[src/design/hcp_pkg.sv]
// Shared types, codes and sizes of the handler cycle profiler.
package hcp_pkg;

  localparam int NUM_HANDLER_SLOTS = 64;
  localparam int NUM_INSTR_KINDS   = 256;

  localparam int SLOT_AW = (NUM_HANDLER_SLOTS > 1) ? $clog2(NUM_HANDLER_SLOTS) : 1;
  localparam int KIND_AW = (NUM_INSTR_KINDS > 1) ? $clog2(NUM_INSTR_KINDS) : 1;

  localparam logic [31:0] CNT_MAX = 32'hFFFF_FFFF;

  localparam logic [2:0] OP_ENTER     = 3'd0;
  localparam logic [2:0] OP_EXIT      = 3'd1;
  localparam logic [2:0] OP_COUNT     = 3'd2;
  localparam logic [2:0] OP_READ_SLOT = 3'd3;
  localparam logic [2:0] OP_READ_KIND = 3'd4;

  localparam logic [1:0] ST_DONE    = 2'd0;
  localparam logic [1:0] ST_IGNORED = 2'd1;
  localparam logic [1:0] ST_NO_OPEN = 2'd2;

  typedef enum logic [2:0] {
    S_IDLE,
    S_READ,
    S_CALC,
    S_UPDATE,
    S_RESPOND
  } state_t;

  typedef struct packed {
    logic capture;
    logic read;
    logic calc;
    logic update;
  } cmd_t;

  typedef struct packed {
    logic [63:0] stamp;
    logic [63:0] total;
    logic [31:0] calls;
    logic [63:0] longest;
  } slot_row_t;

endpackage

[src/design/hcp_ctrl.sv]
// Controller state machine that sequences one word through the datapath.
module hcp_ctrl (
  input  logic          clk,
  input  logic          rst,
  input  logic          start,
  output logic          busy,
  output logic          done,
  output hcp_pkg::cmd_t cmd
);
  import hcp_pkg::*;

  state_t state;
  state_t state_next;

  always_ff @(posedge clk) begin
    if (rst) begin
      state <= S_IDLE;
    end else begin
      state <= state_next;
    end
  end

  always_comb begin
    state_next = state;
    case (state)
      S_IDLE:    if (start) state_next = S_READ;
      S_READ:    state_next = S_CALC;
      S_CALC:    state_next = S_UPDATE;
      S_UPDATE:  state_next = S_RESPOND;
      S_RESPOND: state_next = start ? S_READ : S_IDLE;
      default:   state_next = S_IDLE;
    endcase
  end

  always_comb begin
    busy        = 1'b1;
    done        = 1'b0;
    cmd.read    = 1'b0;
    cmd.calc    = 1'b0;
    cmd.update  = 1'b0;
    case (state)
      S_IDLE:    busy = 1'b0;
      S_READ:    cmd.read = 1'b1;
      S_CALC:    cmd.calc = 1'b1;
      S_UPDATE:  cmd.update = 1'b1;
      S_RESPOND: begin
        busy = 1'b0;
        done = 1'b1;
      end
      default:   busy = 1'b0;
    endcase
    cmd.capture = start && !busy;
  end

endmodule

[config.mk]
export PLATFORM = sky130hd
export DESIGN_NAME = hcp_ctrl
export DESIGN_NICKNAME = d
export VERILOG_FILES = /design/src/design/hcp_pkg.sv /design/src/design/hcp_ctrl.sv
export SDC_FILE = /design/constraint.sdc
export NUM_CORES = 1
export LEC_CHECK = 0
export ABC_CLOCK_PERIOD_IN_PS = 900
export BUFFER_PORTS_ARGS = -buffer_cell sky130_fd_sc_hd__buf_2
export CAP_MARGIN = 20
export CORE_AREA = 3 3 40 42
export CTS_BUF_LIST = sky130_fd_sc_hd__clkbuf_4
export CTS_CLUSTER_DIAMETER = 200
export DETAILED_ROUTE_END_ITERATION = 8
export DIE_AREA = 0 0 43 45
export PLACE_DENSITY = 0.36
export SLEW_MARGIN = 20
export SYNTH_ARGS = -nofsm -noshare
export SYNTH_HDL_FRONTEND = slang
export SYNTH_SLANG_ARGS = --single-unit
[constraint.sdc]
create_clock -name clk -period 0.9 [get_ports clk]
set_clock_uncertainty 0.2 [all_clocks]
set_input_delay 0.18 -clock clk [delete_from_list [all_inputs] [get_ports clk]]
set_output_delay 0.18 -clock clk [all_outputs]
set_load 0.005 [all_outputs]
# ---- Word-level counts from Yosys, hierarchy flattened
# Index checks and enable logic that the tools add are counted.
dict set report classes {
  mux 8
  n_eq_ne 5
  n_reduce_logical 4
}
# op count
set op_table {}
lappend op_table {{$pmux 3 s5} 1}
lappend op_table {{$eq 3x2->1 const B} 2}
lappend op_table {{$mux 1} 6}
lappend op_table {{$eq 3x1->1 const B} 1}
lappend op_table {{$eq 3x3->1 const B} 1}
lappend op_table {{$logic_not 3->1} 1}
lappend op_table {{$mux 3} 1}
lappend op_table {{$reduce_or 3->1} 1}
lappend op_table {{$ne 2x2->1 const B} 1}
lappend op_table {{$logic_and 1x1->1} 1}
lappend op_table {{$logic_not 1->1} 1}
dict set report word_totals {
  in_bits 3
  reg_bits 3
  output_inout_bits 6
}

# ---- Longest topological paths before layout
dict set report depth {
  depth_word 5
  depth_mapped 2
}

# ---- Least setup slack after synthesis
# Ideal clock, no wire load.
dict set report synth_timing {
  path_kind {flip-flop to output port}
  start {reg state[1]}
  end {out done}
  t_arrival_ns 0.644
  t_required_ns 0.520
  setup_slack_ns -0.124
  path_stages_with_launch 3
  path_cell_list {dfxtp_1 nor2_1 and2_2}
}
dict set report synth_between {
  elab_chain_cells 2
}
# item line_no
set synth_rtl {}
lappend synth_rtl {{from (decl)} hcp_ctrl.sv:12} ;# state_t state;
lappend synth_rtl {{from (signal assigned)} hcp_ctrl.sv:19} ;# state <= state_next;
lappend synth_rtl {{$eq 3x3->1} hcp_ctrl.sv:41} ;# case (state)
lappend synth_rtl {{$mux 1} hcp_ctrl.sv:41}
lappend synth_rtl {{to (decl)} hcp_ctrl.sv:7} ;# output logic done,
# No other way between the ends.

==> impl_metrics.tcl <==
set metrics [dict create \
    post-route-min-period_ns 1.32 \
    final-max-slew-violation-count 0 \
    numCtsBuffers 3 \
    largest_net_degree_at_the_start_of_global_routing 8 \
    synth_cells 16 \
    detailed_place_hpwl_um 291 \
    clkTransAtPathRegs_ns 0.04 \
    wire_length_of_the_first_global_routing_pass_um 696 \
    initial_standard_cell_utilization_of_the_core_pct 12.1 \
    criticalPathCategory "reg2out" \
    vias 166 \
    timing.max_cap.violations 0 \
    hp-class "in2reg" \
    hold_slack_ns -0.0227 \
    drt_wl_total_um 427 \
    p_leak_nw 0.142 \
    antenna-diode-count 0 \
    registers.top_by_ff_count "state" \
    synthesis.area_per_instance_um2 9.70 \
    post_drt_via_cell_ratio 3.61 \
    final_min_period_over_clock_period_pct 146 \
    initialDrtViolationCount 0 \
    area_delta_synth_final_pct 102 \
    synthesis.nets 19 \
    die_height_um 45 \
    site_row_count 13 \
    drt-wirelength-per-cell_um 9.28 \
    critPathMaxFanout 6 \
    clk-insertion-delay-late_ns 0.23 \
    detailedRoute.firstPassIterationCount 1 \
    tritoncts_clock_tree "done" \
    fmax_ghz 0.760 \
    place.port_buffers 8 \
    ctsHtreeMaxLevel 1 \
    grt.overflow.total 0 \
    root_buffer "clkbuf_4" \
    maximum_vdd_ir_drop_mv 0.378 \
    yosysTopAreaCell "dfxtp_1" \
    postRouteAntennaNets 0 \
    top_level_ports 9 \
    die_outline_width_um 43 \
    maxSlewHeadroom_pct 89.0 \
    biggestRegsByFlops "state: 3 flops" \
    setup_total_negative_slack_ns -2.70 \
    fraction_of_layout_instances_using_a_drive_strength_above_1_pct 83.9 \
    layout.core_utilization_pct 24.3 \
    clock_sink_count 3 \
    cts_buffer_depth 2 \
    synth.top_cell.area_share_pct 38.7 \
    grt_setup_unrepaired "yes" \
    via_count_of_the_first_global_routing_pass 189 \
    largest_register_ff_count 3 \
    cell_area_after_technology_mapping_um2 155 \
    ranking_of_synthesized_cells_by_area "dfxtp_1 (39%), nor2b_4 (8.9%), nand2b_1 (8.1%)" \
    ys_types 11 \
    powerDensity_mw_per_mm2 1970 \
    drt_drc_violations_left 0 \
    yosysWarningCount 0 \
    required_ns 0.52 \
    placedCellCount 39 \
    endpoint_kind "output pin" \
    ys_ff_latch 3 \
    synth_sequential_area_ratio_pct 38.7 \
    finish.cell_count_without_fillers 46 \
    fin_nets 35 \
    cp.arrival_ns 0.94 \
    timing_hold_violations_final 3 \
    outcome "finished with violations" \
    grt_antenna_before_repair 0 \
    timing.hold.worst_path_depth 2 \
    floorplan.die_area_mm2 0.00194 \
    final_report_setup_violation_count 9 \
    reg2reg_depth 3 \
    gp_routability_congestion 0.637 \
    worstSetupStartpointType "flop" \
    violations "negative hold slack, negative setup slack" \
    fp.coreArea_mm2 0.00128 \
    worst_slew_pin_slew_ns 0.164 \
    gr-usage-all-layers_pct 5.32 \
    pnr_worst_setup_slack_ns -0.416 \
]
## repair_timing
item                                    4_1_cts  5_1_grt
endpoints found under the setup margin        8        9
buffers inserted                              2        1
gates resized for setup                       8        2
pin swaps                                     3        2
hold endpoints to repair                      3        3
## where the power goes
| part | switching, W | leakage, nW | total (W) | internal, W |
|---|---|---|---|---|
| registers | 0.0000333 | 0.0267 | 0.000185 | 0.000152 |
| clock network | 0.0000704 | 0.0184 | 0.000267 | 0.000196 |
| logic | 0.0000653 | 0.0973 | 0.000164 | 0.0000989 |
| total | 0.000169 | 0.142 | 0.000616 | 0.000447 |
## worst paths after layout
kind | startpoint | end | slack [ns]
min reg2reg | state[1]$_SDFFE_PP0P_ | state[0]$_SDFFE_PP0P_ | 0.34
min | rst | state[2]$_SDFFE_PP0P_ | -0.02
max | state[1]$_SDFFE_PP0P_ | cmd[3] | -0.42
max reg2reg | state[1]$_SDFFE_PP0P_ | state[1]$_SDFFE_PP0P_ | -0.14
## placed cells by master, fill, tap and decap left out
master / netlist / layout
a211oi_2: 0 / 1
and2_4: 0 / 1
and3b_1: 1 / 1
buf_2: 0 / 7
buf_4: 0 / 3
buf_6: 0 / 1
clkbuf_4: 0 / 4
dfxtp_4: 0 / 3
nand2b_1: 2 / 1
nand2b_4: 0 / 1
nor2_1: 3 / 1
nor2_2: 0 / 1
nor2_4: 0 / 1
nor2b_4: 1 / 1
nor3_2: 1 / 1
nor3b_2: 0 / 1
o21a_1: 1 / 1
xnor2_1: 1 / 1
## Yosys cell counts (all sizes together)
cell type / number
and3b: 1
nor3b: 1
nor2: 3
dfxtp: 3
and2: 1
nand2b: 2
a211oi: 1
nor3: 1
nor2b: 1
o21a: 1
xnor2: 1
## kinds of logic after synthesis
logic type / share of synthesized area, %
xor+xnor: 5.65
compound gates: 9.68
flops: 38.7
simple gates: 46.0
## stage by stage
stage | total power, W | cell area, µm² | setup slack [ns] | hold slack [ns]
6_report | 0.000616 | 313 | -0.416 | -0.0227
5_1_grt | 0.000653 | 313 | -0.455 | -0.0216
4_1_cts | 0.000611 | 295 | -0.437 | -0.0400
3_5_place_dp | 0.000297 | 220 | -0.210 | 0.209
3_3_place_gp | 0.000295 | 220 | -0.203 | 0.204
2_1_floorplan | 0.000244 | 161 | -0.0763 | 0.0369
## critical path, stage by stage, from the launching register on
cell,delay [ns]
dfxtp_4,0.39
nor2_4,0.05
o21a_1,0.15
buf_2,0.12
## per-layer routing
metal / vias to the layer above / share of wire [%] / GRT usage, %
met2: 8 / 40 / 6.59
li1: 84 / - / -
met5: - / 0 / 0
met3: 0 / 8.0 / 1.59
met1: 74 / 52 / 6.22
met4: 0 / 0 / 7.23
## final cells by class
| class | count | area (µm²) |
|---|---|---|
| clock buffers | 4 | 30.0 |
| fillers | 141 | 972 |
| multi-input cells | 13 | 124 |
| flip-flops and latches | 3 | 71.3 |
| well taps | 15 | 18.8 |
| repair buffers | 11 | 68.8 |
Note: power is estimated with default switching activity, not from simulation.
